[src/sv/sepk_pkg.sv]
// Shared types, constants and size-code functions of the skip record packer.
// No dependencies; every module file refers to it by scoped names.
package sepk_pkg;

    localparam int SegCnt     = 6;
    localparam int SlotW      = $clog2(SegCnt);
    localparam int QueueDepth = 2;
    localparam int CfgIdxW    = 2;

    localparam logic [CfgIdxW-1:0] RegHasPositions = 2'd0;
    localparam logic [CfgIdxW-1:0] RegHasOffsets   = 2'd1;
    localparam logic [CfgIdxW-1:0] RegMsbFirst     = 2'd2;

    typedef enum logic [1:0] {
        ACT_SKIP    = 2'd0,
        ACT_INLINE  = 2'd1,
        ACT_SCORE   = 2'd2,
        ACT_POSMETA = 2'd3
    } action_t;

    typedef struct packed {
        logic has_positions;
        logic has_offsets;
        logic msb_first;
    } cfg_t;

    // One record: up to SegCnt segments, each a value and a byte count (0 = absent).
    typedef struct packed {
        logic [SegCnt-1:0][63:0] val;
        logic [SegCnt-1:0][3:0]  len;
        logic                    msb_first;
    } rec_t;

    // 1/2/4/8 byte code 0..3
    function automatic logic [1:0] code1248(input logic [63:0] v);
        logic [1:0] c;
        if (v[63:32] != '0)      c = 2'd3;
        else if (v[31:16] != '0) c = 2'd2;
        else if (v[15:8] != '0)  c = 2'd1;
        else                     c = 2'd0;
        return c;
    endfunction

    // 1/2/4 byte code 1..3
    function automatic logic [1:0] code124(input logic [31:0] v);
        logic [1:0] c;
        if (v[31:16] != '0)     c = 2'd3;
        else if (v[15:8] != '0) c = 2'd2;
        else                    c = 2'd1;
        return c;
    endfunction

    function automatic logic [3:0] len1248(input logic [1:0] c);
        return 4'd1 << c;
    endfunction

    function automatic logic [3:0] len124(input logic [1:0] c);
        logic [3:0] n;
        case (c)
            2'd1:    n = 4'd1;
            2'd2:    n = 4'd2;
            2'd3:    n = 4'd4;
            default: n = 4'd0;
        endcase
        return n;
    endfunction

    // size minus one (0/1/3) from a 1/2/4 code
    function automatic logic [1:0] minus1_124(input logic [1:0] c);
        logic [1:0] m;
        case (c)
            2'd2:    m = 2'd1;
            2'd3:    m = 2'd3;
            default: m = 2'd0;
        endcase
        return m;
    endfunction

endpackage

[src/sv/skip_entry_record_packer.sv]
// The first byte of a record passes the front register, the record queue and the output
// register on its way to the output.
// Throughput: one byte per cycle while out_stall is low; a record packs to 2 to 30 bytes,
// and a position record that packs to nothing is dropped by the front and never queued.
// The record queue (QDepth entries) lets the front accept while the emitter is busy.
// Reset: pipeline and queue empty; has_positions=1, has_offsets=0, most_significant_first=1.
// Top level of the skip record packer; depends on sepk_pkg, sepk_front, sepk_queue, sepk_back.
module skip_entry_record_packer #(
    parameter int QDepth = sepk_pkg::QueueDepth
) (
    input  logic                          clk,
    input  logic                          rst_n,
    input  logic                          cfg_we,
    input  logic [sepk_pkg::CfgIdxW-1:0]  cfg_index,
    input  logic                          cfg_data,
    input  logic                          in_valid,
    output logic                          in_stall,
    input  logic [1:0]                    action,
    input  logic [31:0]                   doc_delta_max,
    input  logic [63:0]                   doc_ptr,
    input  logic [63:0]                   pos_ptr,
    input  logic [63:0]                   pay_ptr,
    input  logic [7:0]                    pos_in_block,
    input  logic                          has_score,
    input  logic [31:0]                   score_freq,
    input  logic [31:0]                   score_norm,
    input  logic [15:0]                   block_tail_len,
    output logic                          out_valid,
    input  logic                          out_stall,
    output logic [7:0]                    out_byte,
    output logic                          last
);

    sepk_pkg::cfg_t cfg_reg, cfg_next;
    sepk_pkg::rec_t push_rec, head_rec;
    logic           q_full, push, pop, head_valid;

    always_comb
    begin
        cfg_next = cfg_reg;
        if (cfg_we)
        begin
            case (cfg_index)
                sepk_pkg::RegHasPositions: cfg_next.has_positions = cfg_data;
                sepk_pkg::RegHasOffsets:   cfg_next.has_offsets   = cfg_data;
                sepk_pkg::RegMsbFirst:     cfg_next.msb_first     = cfg_data;
                default:                   cfg_next = cfg_reg;
            endcase
        end
    end

    always_ff @(posedge clk or negedge rst_n)
    begin
        if (!rst_n)
        begin
            cfg_reg.has_positions <= 1'b1;
            cfg_reg.has_offsets   <= 1'b0;
            cfg_reg.msb_first     <= 1'b1;
        end
        else
        begin
            cfg_reg <= cfg_next;
        end
    end

    sepk_front u_front (
        .clk             (clk),
        .rst_n           (rst_n),
        .in_valid        (in_valid),
        .in_stall        (in_stall),
        .action          (action),
        .doc_delta_max   (doc_delta_max),
        .doc_ptr         (doc_ptr),
        .pos_ptr         (pos_ptr),
        .pay_ptr         (pay_ptr),
        .pos_in_block    (pos_in_block),
        .has_score       (has_score),
        .score_freq      (score_freq),
        .score_norm      (score_norm),
        .block_tail_len  (block_tail_len),
        .cfg             (cfg_reg),
        .q_full          (q_full),
        .push            (push),
        .push_rec        (push_rec)
    );

    sepk_queue #(
        .Depth (QDepth)
    ) u_queue (
        .clk        (clk),
        .rst_n      (rst_n),
        .push       (push),
        .push_rec   (push_rec),
        .full       (q_full),
        .pop        (pop),
        .head_valid (head_valid),
        .head_rec   (head_rec)
    );

    sepk_back u_back (
        .clk        (clk),
        .rst_n      (rst_n),
        .head_valid (head_valid),
        .head_rec   (head_rec),
        .pop        (pop),
        .out_valid  (out_valid),
        .out_stall  (out_stall),
        .out_byte   (out_byte),
        .last       (last)
    );

endmodule

[src/sv/sepk_queue.sv]
// Record queue between the classify front and the byte emitter.
// Depends on sepk_pkg (rec_t).
module sepk_queue #(
    parameter int Depth = sepk_pkg::QueueDepth
) (
    input  logic            clk,
    input  logic            rst_n,
    input  logic            push,
    input  sepk_pkg::rec_t  push_rec,
    output logic            full,
    input  logic            pop,
    output logic            head_valid,
    output sepk_pkg::rec_t  head_rec
);

    localparam int IdxW = (Depth > 1) ? $clog2(Depth) : 1;
    localparam int CntW = $clog2(Depth + 1);

    sepk_pkg::rec_t  mem_reg [Depth];
    logic [IdxW-1:0] wr_ptr_reg, wr_ptr_next;
    logic [IdxW-1:0] rd_ptr_reg, rd_ptr_next;
    logic [CntW-1:0] count_reg, count_next;

    assign full       = (count_reg == CntW'(Depth));
    assign head_valid = (count_reg != '0);
    assign head_rec   = mem_reg[rd_ptr_reg];

    always_comb
    begin
        wr_ptr_next = wr_ptr_reg;
        rd_ptr_next = rd_ptr_reg;
        count_next  = count_reg;
        if (push)
        begin
            wr_ptr_next = (wr_ptr_reg == IdxW'(Depth - 1)) ? '0 : wr_ptr_reg + 1'b1;
        end
        if (pop)
        begin
            rd_ptr_next = (rd_ptr_reg == IdxW'(Depth - 1)) ? '0 : rd_ptr_reg + 1'b1;
        end
        if (push && !pop)
        begin
            count_next = count_reg + 1'b1;
        end
        else if (pop && !push)
        begin
            count_next = count_reg - 1'b1;
        end
    end

    always_ff @(posedge clk or negedge rst_n)
    begin
        if (!rst_n)
        begin
            wr_ptr_reg <= '0;
            rd_ptr_reg <= '0;
            count_reg  <= '0;
        end
        else
        begin
            wr_ptr_reg <= wr_ptr_next;
            rd_ptr_reg <= rd_ptr_next;
            count_reg  <= count_next;
        end
    end

    always_ff @(posedge clk)
    begin
        if (push)
        begin
            mem_reg[wr_ptr_reg] <= push_rec;
        end
    end

endmodule

[src/sv/sepk_front.sv]
// Front stage: takes input transactions, sizes every value and builds the
// segment list of one record. Depends on sepk_pkg.
module sepk_front (
    input  logic            clk,
    input  logic            rst_n,
    input  logic            in_valid,
    output logic            in_stall,
    input  logic [1:0]      action,
    input  logic [31:0]     doc_delta_max,
    input  logic [63:0]     doc_ptr,
    input  logic [63:0]     pos_ptr,
    input  logic [63:0]     pay_ptr,
    input  logic [7:0]      pos_in_block,
    input  logic            has_score,
    input  logic [31:0]     score_freq,
    input  logic [31:0]     score_norm,
    input  logic [15:0]     block_tail_len,
    input  sepk_pkg::cfg_t  cfg,
    input  logic            q_full,
    output logic            push,
    output sepk_pkg::rec_t  push_rec
);

    sepk_pkg::rec_t rec_c;
    sepk_pkg::rec_t rec_reg;
    logic           valid_reg, valid_next;
    logic           nonempty_c;
    logic           use_pay;
    logic [1:0]     mdd_c, doc_c, pos_c, pay_c, pos32_c, pay32_c;
    logic [1:0]     freq_c, norm_c, fsel_c, nsel_c;
    logic           load;

    assign in_stall = valid_reg && q_full;
    assign load     = in_valid && !in_stall;
    assign push     = valid_reg && !q_full;
    assign push_rec = rec_reg;

    always_comb
    begin
        mdd_c   = sepk_pkg::code124(doc_delta_max);
        doc_c   = sepk_pkg::code1248(doc_ptr);
        pos_c   = sepk_pkg::code1248(pos_ptr);
        pay_c   = sepk_pkg::code1248(pay_ptr);
        pos32_c = sepk_pkg::code124(pos_ptr[31:0]);
        pay32_c = sepk_pkg::code124(pay_ptr[31:0]);
        freq_c  = sepk_pkg::code124(score_freq);
        norm_c  = (score_norm != '0) ? sepk_pkg::code124(score_norm) : 2'd0;
        fsel_c  = has_score ? freq_c : 2'd0;
        nsel_c  = has_score ? norm_c : 2'd0;
        use_pay = cfg.has_positions && cfg.has_offsets;
    end

    always_comb
    begin
        rec_c           = '0;
        rec_c.msb_first = cfg.msb_first;
        nonempty_c      = 1'b1;
        case (sepk_pkg::action_t'(action))
            sepk_pkg::ACT_SKIP:
            begin
                rec_c.val[0] = {56'd0,
                                use_pay ? pay_c : 2'd0,
                                cfg.has_positions ? pos_c : 2'd0,
                                doc_c,
                                sepk_pkg::minus1_124(mdd_c)};
                rec_c.len[0] = 4'd1;
                rec_c.val[1] = {32'd0, doc_delta_max};
                rec_c.len[1] = sepk_pkg::len124(mdd_c);
                rec_c.val[2] = doc_ptr;
                rec_c.len[2] = sepk_pkg::len1248(doc_c);
                if (cfg.has_positions)
                begin
                    rec_c.val[3] = pos_ptr;
                    rec_c.len[3] = sepk_pkg::len1248(pos_c);
                    if (use_pay)
                    begin
                        rec_c.val[4] = pay_ptr;
                        rec_c.len[4] = sepk_pkg::len1248(pay_c);
                    end
                    rec_c.val[5] = {56'd0, pos_in_block};
                    rec_c.len[5] = 4'd1;
                end
            end
            sepk_pkg::ACT_INLINE:
            begin
                rec_c.val[0] = {56'd0, 2'd0, nsel_c, fsel_c, sepk_pkg::minus1_124(mdd_c)};
                rec_c.len[0] = 4'd1;
                rec_c.val[1] = {32'd0, doc_delta_max};
                rec_c.len[1] = sepk_pkg::len124(mdd_c);
                rec_c.val[2] = {32'd0, score_freq};
                rec_c.len[2] = sepk_pkg::len124(fsel_c);
                rec_c.val[3] = {32'd0, score_norm};
                rec_c.len[3] = sepk_pkg::len124(nsel_c);
                rec_c.val[4] = {48'd0, block_tail_len};
                rec_c.len[4] = 4'd2;
            end
            sepk_pkg::ACT_SCORE:
            begin
                rec_c.val[0] = {56'd0, 4'd0, norm_c, freq_c};
                rec_c.len[0] = 4'd1;
                rec_c.val[1] = {32'd0, score_freq};
                rec_c.len[1] = sepk_pkg::len124(freq_c);
                rec_c.val[2] = {32'd0, score_norm};
                rec_c.len[2] = sepk_pkg::len124(norm_c);
            end
            sepk_pkg::ACT_POSMETA:
            begin
                // drop the record when positions are off
                nonempty_c   = cfg.has_positions;
                rec_c.val[0] = {32'd0, pos_ptr[31:0]};
                rec_c.len[0] = sepk_pkg::len124(pos32_c);
                if (cfg.has_offsets)
                begin
                    rec_c.val[1] = {32'd0, pay_ptr[31:0]};
                    rec_c.len[1] = sepk_pkg::len124(pay32_c);
                end
                rec_c.val[2] = {56'd0, pos_in_block};
                rec_c.len[2] = 4'd1;
                rec_c.val[3] = {56'd0, 4'd0,
                                cfg.has_offsets ? sepk_pkg::minus1_124(pay32_c) : 2'd0,
                                sepk_pkg::minus1_124(pos32_c)};
                rec_c.len[3] = 4'd1;
            end
            default:
            begin
                nonempty_c = 1'b0;
            end
        endcase
    end

    always_comb
    begin
        valid_next = valid_reg;
        if (load)
        begin
            valid_next = nonempty_c;
        end
        else if (push)
        begin
            valid_next = 1'b0;
        end
    end

    always_ff @(posedge clk or negedge rst_n)
    begin
        if (!rst_n)
        begin
            valid_reg <= 1'b0;
        end
        else
        begin
            valid_reg <= valid_next;
        end
    end

    always_ff @(posedge clk)
    begin
        if (load)
        begin
            rec_reg <= rec_c;
        end
    end

endmodule

[src/sv/sepk_back.sv]
// Back stage: walks the segments of the queue head and emits one byte per
// transaction through an output register. Depends on sepk_pkg.
module sepk_back (
    input  logic            clk,
    input  logic            rst_n,
    input  logic            head_valid,
    input  sepk_pkg::rec_t  head_rec,
    output logic            pop,
    output logic            out_valid,
    input  logic            out_stall,
    output logic [7:0]      out_byte,
    output logic            last
);

    logic [sepk_pkg::SlotW-1:0] slot_reg, slot_next, nxt_slot;
    logic [2:0]                 byte_reg, byte_next;
    logic                       out_valid_reg, out_valid_next;
    logic [7:0]                 out_byte_reg;
    logic                       last_reg;
    logic                       later_any;
    logic [2:0]                 top_idx, k;
    logic [63:0]                seg_val;
    logic [7:0]                 byte_c;
    logic                       seg_done, rec_last, emit;

    assign out_valid = out_valid_reg;
    assign out_byte  = out_byte_reg;
    assign last      = last_reg;

    // nearest present segment after the current one
    always_comb
    begin
        later_any = 1'b0;
        nxt_slot  = slot_reg;
        for (int s = sepk_pkg::SegCnt - 1; s >= 0; s--)
        begin
            if (sepk_pkg::SlotW'(s) > slot_reg && head_rec.len[s] != 4'd0)
            begin
                later_any = 1'b1;
                nxt_slot  = sepk_pkg::SlotW'(s);
            end
        end
    end

    always_comb
    begin
        top_idx  = 3'(head_rec.len[slot_reg] - 4'd1);
        k        = head_rec.msb_first ? (top_idx - byte_reg) : byte_reg;
        seg_val  = head_rec.val[slot_reg];
        byte_c   = seg_val[{k, 3'b000} +: 8];
        seg_done = (byte_reg == top_idx);
        rec_last = seg_done && !later_any;
        emit     = head_valid && (!out_valid_reg || !out_stall);
        pop      = emit && rec_last;
    end

    always_comb
    begin
        slot_next      = slot_reg;
        byte_next      = byte_reg;
        out_valid_next = out_valid_reg;
        if (emit)
        begin
            out_valid_next = 1'b1;
            if (rec_last)
            begin
                slot_next = '0;
                byte_next = '0;
            end
            else if (seg_done)
            begin
                slot_next = nxt_slot;
                byte_next = '0;
            end
            else
            begin
                byte_next = byte_reg + 3'd1;
            end
        end
        else if (!out_stall)
        begin
            out_valid_next = 1'b0;
        end
    end

    always_ff @(posedge clk or negedge rst_n)
    begin
        if (!rst_n)
        begin
            slot_reg      <= '0;
            byte_reg      <= '0;
            out_valid_reg <= 1'b0;
        end
        else
        begin
            slot_reg      <= slot_next;
            byte_reg      <= byte_next;
            out_valid_reg <= out_valid_next;
        end
    end

    always_ff @(posedge clk)
    begin
        if (emit)
        begin
            out_byte_reg <= byte_c;
            last_reg     <= rec_last;
        end
    end

endmodule

[config.mk]
export PLATFORM = sky130hd
export DESIGN_NAME = skip_entry_record_packer
export DESIGN_NICKNAME = d
export VERILOG_FILES = /design/src/sv/sepk_pkg.sv /design/src/sv/skip_entry_record_packer.sv /design/src/sv/sepk_queue.sv /design/src/sv/sepk_front.sv /design/src/sv/sepk_back.sv
export SDC_FILE = /design/constraint.sdc
export NUM_CORES = 1
export LEC_CHECK = 0
export BUFFER_PORTS_ARGS = -buffer_cell sky130_fd_sc_hd__buf_2
export CAP_MARGIN = 20
export CORE_UTILIZATION = 29
export CTS_CLUSTER_DIAMETER = 120
export DETAILED_ROUTE_END_ITERATION = 12
export GPL_TIMING_DRIVEN = 1
export PLACE_DENSITY = 0.47
export SYNTH_ARGS = -nofsm -noshare
export SYNTH_HDL_FRONTEND = slang
export SYNTH_SLANG_ARGS = --single-unit
[constraint.sdc]
create_clock -name clk -period 18.4 [get_ports clk]
set_clock_uncertainty 0.1 [all_clocks]
set_input_delay 3.68 -clock clk [delete_from_list [all_inputs] [get_ports clk]]
set_output_delay 3.68 -clock clk [all_outputs]
set_load 0.03 [all_outputs]
==> metrics.md, run 1 <==
| Metric | Value |
|---|---|
| Flops & latches, synth | `876` |
| Critical R2R Capture | `u_back.out_byte[4]$_DFFE_PP_` |
| Fmax | `149.9 MHz` |
| Gr usage total | `17.56%` |
| DR vias | `21420` |
| Clock Path Buffers | `3` |
| Critical Path Start Type | `primary input` |
| Hold Path Class | `reg2reg` |
| Crit share post-route | `36.25%` |
| # DRC | `0` |
| Hold-fix buffers at CTS | `0` |
| Maximum vdd ir drop | `0.1291 mV` |
| Site row count | `128` |
| DR top layer | `met4` |
| Hpwl dp | `77.84 mm` |
| Overall routed net length | `111.5 mm` |
| Fin util | `34.64%` |
| Initial antenna violation count | `6` |
| P&R area growth vs syn | `18.20%` |
| PwrDens | `165.2 nW/µm²` |
| Cell area after placement | `39210 µm²` |
| Yosys warns | `0` |
| Mapped cell area | `35760 µm²` |
| Max-cap violations | `0` |
| Worst reg-to-reg setup slack | `12.61 ns` |
| Setup TNS Final | `0 ns` |
| Least-Margin Pin Slew | `1.122 ns` |
| Number of synthesized flops with an enable pin | `861` |
| Reg2Reg Depth | `13` |
| Routed vias/inst | `5.076` |
| Initial core utilization | `29.30%` |
| WL met2 | `53.81 mm` |
| Final Max Tran Viols | `0` |
| Rel. slew slack | `25.21%` |
| Worst-path cell chain | `buf_2, and2_4, buf_4, buf_4, buf_4` |
| # clock sinks | `876` |
| Register area share after synthesis | `73.36%` |
| Yosys cell types | `78` |
| Number of post-CTS setup repair buffers | `0` |
| Crit path DAT | `6.85 ns` |
| Most used cell along the critical path | `buf_4` |
| Final Hold Fails | `0` |
| Critical Path Sink Type | `flip-flop` |
| Status | `complete, no violations` |
| Die area | `124700 µm²` |
| Final net count | `2840` |
| Synth area leaders | `edfxtp_1 (72%), mux4_2 (5.1%), mux2i_1 (3.4%)` |
| Hold path cells | `0` |
| Top_reg_cell synth | `edfxtp_1` |
| Worst-Skew Late Latency | `0.67 ns` |
| Crit Path Class | `in2reg` |
| H-tree Lvls | `3` |
| Share of cells above drive strength 1 | `24.21%` |
| RSZ-0062 raised after global routing | `false` |
| WL met3 | `6.635 mm` |
| Largest net degree at the start of global routing | `187` |
| Slowest stage cell, crit path | `buf_4` |
| Mapped Avg Cell Area | `16.51 µm²` |
| Syn Inst Count | `2166` |
| Mapped Nets | `2495` |
| Hold_sp | `u_front.push_rec[195]$_DFFE_PP_` |
| R2R Path Start | `u_queue.rd_ptr_reg$_DFFE_PN0P_` |
| CTS tree | `yes` |
| CP max FO | `71` |
| IO Count | `334` |
| Post_cts resized | `0` |
| Yosys top cell area share | `72.30%` |
| Crit path largest cell delay | `0.92 ns` |
| DRT antenna net count | `0` |
| Final setup fails | `0` |
| Fraction of registers with async set/reset | `1.712%` |
| Clock slew at reported path FFs | `0.06 ns` |
| First-pass GRT wire length | `158.7 mm` |
| Metal-1 WL | `47.92 mm` |
| Max reg flops | `568` |
| Core area | `122000 µm²` |
| Vias in the first global route | `22290` |
| Initial DRC Count | `2090` |
| Fill count | `11840` |
| Tmin final | `6.670 ns` |
| IO buf count | `333` |
| Die Height | `353.2 µm` |
| Wire length per cell | `26.42 µm` |
| Critical path data required time | `18.59 ns` |
| Grt ovf | `0` |
| Initial DRT Pass Iterations | `7` |
| WHS Endpoint | `u_queue.mem_reg[1][192]$_DFFE_PP_` |
| Die width | `353.2 µm` |
| Routability cong. | `0.9690` |
| Leading area contributor after synthesis | `edfxtp_1` |
| Commonest cells after routing, fill and taps aside | `edfxtp_1 (861), buf_2 (333), nand2_1 (135)` |
| Final Cell Area | `42270 µm²` |
| Clock tree root buffer cell | `clkbuf_16` |
| Leak pwr | `15.18 nW` |
| Commonest non-fill, non-tap cell in the layout | `edfxtp_1` |
| CTS buffer count | `96` |
-- cell families after synthesis --
| logic type | Yosys count | share of synthesized area (%) |
|---|---|---|
| multiplexers | 222 | 9.185 |
| flip-flops | 876 | 73.36 |
| XOR/XNOR | 9 | 0.2799 |
| AND/OR/NAND/NOR | 544 | 8.160 |
| buffers and inverters | 143 | 1.921 |
| AO/OA/AOI/OAI | 366 | 6.865 |
| adder cells (fa/ha/maj) | 6 | 0.2309 |
-- worst max-delay path by stage --
stage / from / endpoint
after floorplan: u_queue.count_reg[0]$_DFFE_PN0P_ / u_queue.mem_reg[0][0]$_DFFE_PP_
after global placement: in_valid / u_front.push_rec[309]$_DFFE_PP_
after detailed placement: in_valid / u_front.push_rec[309]$_DFFE_PP_
after CTS: in_valid / u_front.push_rec[303]$_DFFE_PP_
after global routing: in_valid / u_front.push_rec[309]$_DFFE_PP_
final: in_valid / u_front.push_rec[309]$_DFFE_PP_
-- Yosys cell counts, drive strengths merged (13+ instances only) --
master	number
and3	72
a31oi	17
nor2b	42
dfrtp	13
mux4	81
mux2i	125
a21oi	99
mux2	16
clkbuf	76
nand3	21
nand4	20
a22o	45
nand2	135
a22oi	39
inv	17
buf	49
and2	90
edfxtp	861
nor2	65
nor4	63
o21ai	72
-- layout make-up --
| type | count | area (µm²) | area share [%] |
|---|---|---|---|
| clock inverter | 66 | 519.2 | 1.228 |
| inverter | 18 | 67.56 | 0.1598 |
| timing repair buffer | 372 | 1979 | 4.683 |
| clock buffer | 115 | 2516 | 5.953 |
| multi-input combinational | 1147 | 8909 | 21.08 |
| sequential | 876 | 26240 | 62.08 |
| antenna | 1 | 2.502 | 0.005920 |
| tap | 1625 | 2033 | 4.810 |
-- power breakdown --
| part | leakage [nW] | switching (mW) | total [mW] | internal [mW] |
|---|---|---|---|---|
| logic | 5.29 | 1.45 | 2.12 | 0.665 |
| registers | 8.42 | 0.188 | 3.03 | 2.84 |
| clock network | 1.47 | 0.789 | 1.84 | 1.05 |
| total | 15.2 | 2.43 | 6.98 | 4.56 |
-- stage by stage --
stage / hold WS, ns / total power [mW] / instances / setup WS (ns)
floorplan: 0.3215 / 4.443 / 2166 / 4.974
CTS: 0.3140 / 7.076 / 4216 / 11.71
global route: 0.3377 / 7.297 / 4219 / 11.57
detailed placement: 0.3290 / 5.217 / 4035 / 10.99
finish: 0.3101 / 6.983 / 4220 / 11.73
global placement: 0.3226 / 5.173 / 4035 / 11.06
-- critical path, delay by kind of cell --
kind | cells | cell delay, ns
simple gates | 1 | 0.44
buf+inv | 4 | 2.52
-- metal layers --
metal / up-vias / GRT usage, %
met2: 895 / 29.22
met4: 0 / 5.299
li1: 9349 / -
met5: - / 0
met1: 11010 / 23.52
met3: 173 / 2.801
No activity file was read; power rests on OpenSTA's default activity.
==> inputs of run 2 (changes only) <==
Settings changed: ABC_AREA from default to 1.
Clock period 18.4 ns to 6.2 ns, I/O delays scaled along.
==> metrics.md, run 2 <==
| Metric | Value |
|---|---|
| Hpwl dp | `79.13 mm (+1.7%)` |
| Post_cts resized | `0 (unchanged)` |
| Crit Path Class | `reg2reg` |
| Clock tree root buffer cell | `clkbuf_16` |
| Die Height | `358.8 µm (+1.6%)` |
| Critical Path Start Type | `flip-flop` |
| Crit path DAT | `5.02 ns (-1.83 ns)` |
| Mapped Nets | `3525 (+41%)` |
| Yosys cell types | `48 (-38%)` |
| Final net count | `3825 (+35%)` |
| Die area | `128700 µm² (+3.2%)` |
| Fin util | `34.52% (-0.12 points)` |
| Routability cong. | `0.8792 (-9.3%)` |
| CTS tree | `yes` |
| Commonest cells after routing, fill and taps aside | `edfxtp_1 (861), nand2_1 (664), nor2_1 (400)` |
| CP max FO | `39 (-45%)` |
| DR vias | `24970 (+17%)` |
| Largest net degree at the start of global routing | `152 (-19%)` |
| PwrDens | `452.8 nW/µm² (+170%)` |
| WL met3 | `5.411 mm (-18%)` |
| Final Max Tran Viols | `0 (unchanged)` |
| Initial antenna violation count | `2 (-4)` |
| IO buf count | `333 (unchanged)` |
| Clk pwr share | `29.6% (+3.3 points)` |
| Clock Path Buffers | `3 (unchanged)` |
| Yosys top cell area share | `70.03% (-2.3 points)` |
| Metal-1 WL | `53.72 mm (+12%)` |
| Top_reg_cell synth | `edfxtp_1` |
| IO Count | `334 (unchanged)` |
| Final setup fails | `0 (unchanged)` |
| Final Hold Fails | `0 (unchanged)` |
| Least-Margin Pin Slew | `1.071 ns (-0.05081 ns)` |
| Vias in the first global route | `24190 (+8.5%)` |
| Gr usage total | `17.64% (+0.077 points)` |
| Slowest stage cell, crit path | `dfrtp_2` |
| Routed vias/inst | `4.778 (-5.9%)` |
| Yosys warns | `0 (unchanged)` |
| Die width | `358.8 µm (+1.6%)` |
| Hold-fix buffers at CTS | `0 (unchanged)` |
| Most frequent cell after synthesis | `edfxtp_1` |
| Most used cell along the critical path | `nand2_1` |
| Worst-Skew Late Latency | `0.70 ns (+0.03 ns)` |
| Register area share after synthesis | `71.05% (-2.3 points)` |
| Max-cap violations | `0 (unchanged)` |
| DRT antenna net count | `0 (unchanged)` |
| WL met2 | `55.38 mm (+2.9%)` |
| Internal Power | `12.97 mW (+180%)` |
| Crit share post-route | `76.10%` |
| Maximum vdd ir drop | `0.2889 mV (+120%)` |
| Worst reg-to-reg setup slack | `1.48 ns (-11.13 ns)` |
| Most instantiated cells after synthesis | `edfxtp_1 (861), nand2_1 (665), nor2_1 (405)` |
| Critical Path Sink Type | `flip-flop` |
| Ant. Diodes | `0 (-1)` |
| Final WS setup | `1.482 ns (-10.25 ns)` |
| Mapped cell area | `36920 µm² (+3.2%)` |
| Gate power share | `24.6% (-5.7 points)` |
| Initial core utilization | `29.33% (about the same)` |
| Flops & latches, synth | `876 (unchanged)` |
| DR top layer | `met4` |
| Cell area after placement | `40220 µm² (+2.6%)` |
| Overall routed net length | `116.6 mm (+4.6%)` |
| # DRC | `0 (unchanged)` |
| Sequential share of power | `45.8% (+2.4 points)` |
| Fmax | `212.0 MHz` |
| Max reg flops | `568 (unchanged)` |
| Rel. slew slack | `28.43% (+3.2 points)` |
| Worst-path cell chain | `buf_4, nand2_1, inv_1, nand2_1, a41oi_1, a21oi_1, ha_1, inv_1, fa_1, nand2_1, o21ai_2, inv_1, nand3_1, nand2_1, nand2_1, nand2_1` |
| RSZ-0062 raised after global routing | `false` |
| Fill count | `12670 (+6.9%)` |
| Number of synthesized flops with an enable pin | `861 (unchanged)` |
| Number of post-CTS setup repair buffers | `0 (unchanged)` |
| Commonest non-fill, non-tap cell in the layout | `edfxtp_1` |
| Setup TNS Final | `0 ns (unchanged)` |
| CTS buffer count | `98 (+2.1%)` |
| Leading area contributor after synthesis | `edfxtp_1` |
| H-tree Lvls | `3 (unchanged)` |
| Wire length per cell | `22.30 µm (-16%)` |
| Critical path data required time | `6.50 ns (-12.09 ns)` |
| NetSw | `6.705 mW (+180%)` |
| Grt ovf | `0 (unchanged)` |
| Initial DRT Pass Iterations | `5 (-2)` |
| Crit path largest cell delay | `0.87 ns (-0.05 ns)` |
| # clock sinks | `876 (unchanged)` |
| Initial DRC Count | `2203 (+5.4%)` |
| Site row count | `130 (+1.6%)` |
| Final Cell Area | `43460 µm² (+2.8%)` |
| Sequential Area | `26240 µm² (unchanged)` |
| Leak pwr | `16.67 nW (+9.8%)` |
| Share of cells above drive strength 1 | `16.02% (-8.2 points)` |
| Hold Path Class | `reg2reg` |
| Mapped Avg Cell Area | `11.55 µm² (-30%)` |
| Core area | `125900 µm² (+3.2%)` |
| P&R area growth vs syn | `17.71%` |
| Fraction of registers with async set/reset | `1.712% (unchanged)` |
| Clock slew at reported path FFs | `0.06 ns (about the same)` |
| Switching Fraction | `34.07% (-0.68 points)` |
| Tmin final | `4.718 ns` |
| Syn Inst Count | `3196 (+48%)` |
| Setup slack at placement | `1.559 ns (-9.428 ns)` |
| Footprint of the multi-input gates | `8788 µm² (-1.3%)` |
| CP top delay family | `buffers and inverters` |
| Status | `complete, no violations` |
| First-pass GRT wire length | `167.6 mm (+5.6%)` |
| Crit path buf inv count | `4 (unchanged)` |
| Hold Slack | `0.3344 ns (+0.02430 ns)` |
| Synth area leaders | `edfxtp_1 (70%), nand2_1 (6.8%), nor2_1 (4.1%)` |
==> run 2: changes by cell type in the layout (fill, tap and decap cells not counted), sizes merged, moves of 41 or more <==
cell | previous run | this run
a21oi | 99 | 44
and2 | 90 | 0
and3 | 72 | 0
inv | 21 | 290
mux2i | 125 | 0
mux4 | 81 | 0
nand2 | 135 | 670
nand3 | 21 | 189
nor2 | 65 | 410
nor2b | 42 | 0
nor4 | 63 | 22
o211ai | 12 | 102
o21ai | 72 | 222
==> run 2: worst paths after layout <==
| path | from | to | depth (start not counted) |
|---|---|---|---|
| hold reg to reg | u_front.push_rec[249]$_DFFE_PP_ | u_queue.mem_reg[1][246]$_DFFE_PP_ | 0 |
| hold / removal | u_front.push_rec[249]$_DFFE_PP_ | u_queue.mem_reg[1][246]$_DFFE_PP_ | 0 |
| max in group asynchronous | rst_n | u_back.slot_reg[0]$_DFFE_PN0P_ | 1 |
| min in group asynchronous | rst_n | cfg_reg[1]$_DFFE_PN0P_ | 1 |
| setup reg to reg | u_back.slot_reg[1]$_DFFE_PN0P_ | u_back.out_byte[3]$_DFFE_PP_ | 16 |
| setup / recovery | u_back.slot_reg[1]$_DFFE_PN0P_ | u_back.out_byte[3]$_DFFE_PP_ | 16 |
==> run 2: layout make-up <==
cell class / count / area share [%]
inverters: 289 / 2.516
repair buffers: 373 / 4.670
flip-flops and latches: 876 / 60.38
clock inverters: 58 / 1.529
well taps: 1650 / 4.751
multi-input cells: 1858 / 20.22
clock buffers: 123 / 5.928
==> run 2: stage by stage <==
stage,power (mW),std cells
after floorplan,12.25,3196
after CTS,19.89,5227
after global routing,20.65,5227
after detailed placement,14.04,5046
final,19.68,5227
after global placement,14.05,5046
==> run 2: metal layers <==
metal	global-route usage [%]	up-vias
li1	-	11770
met1	24.91	12310
met2	28.86	760
met3	2.150	129
met4	4.023	0
met5	0	-
==> run 2: worst reg2reg max path: stages (launching register included) <==
cell	delay (ns)
dfrtp_2	0.87
buf_4	0.66
nand2_1	0.21
inv_1	0.11
nand2_1	0.06
a41oi_1	0.24
a21oi_1	0.09
ha_1	0.33
inv_1	0.06
fa_1	0.47
nand2_1	0.06
o21ai_2	0.31
inv_1	0.47
nand3_1	0.23
nand2_1	0.07
nand2_1	0.06
nand2_1	0.05
==> run 2: power by group through the flow <==
| stage | clock, mW | sequential (mW) | combinational, mW |
|---|---|---|---|
| after global placement | 0 | 9.10 | 4.95 |
| after global routing | 6.19 | 9.12 | 5.34 |
| final | 5.82 | 9.01 | 4.85 |
| after detailed placement | 0 | 9.12 | 4.93 |
| after CTS | 5.94 | 9.00 | 4.94 |
| after floorplan | 0 | 9.23 | 3.02 |
==> run 2: logic make-up after synthesis <==
kind of cell | synth area share, %
AOI/OAI and AO/OA | 7.957
xor gates and xnor gates | 0.09491
adders and majority gates | 0.2237
buffers and inverters | 5.263
DFF | 71.05
and+or+nand+nor | 15.41
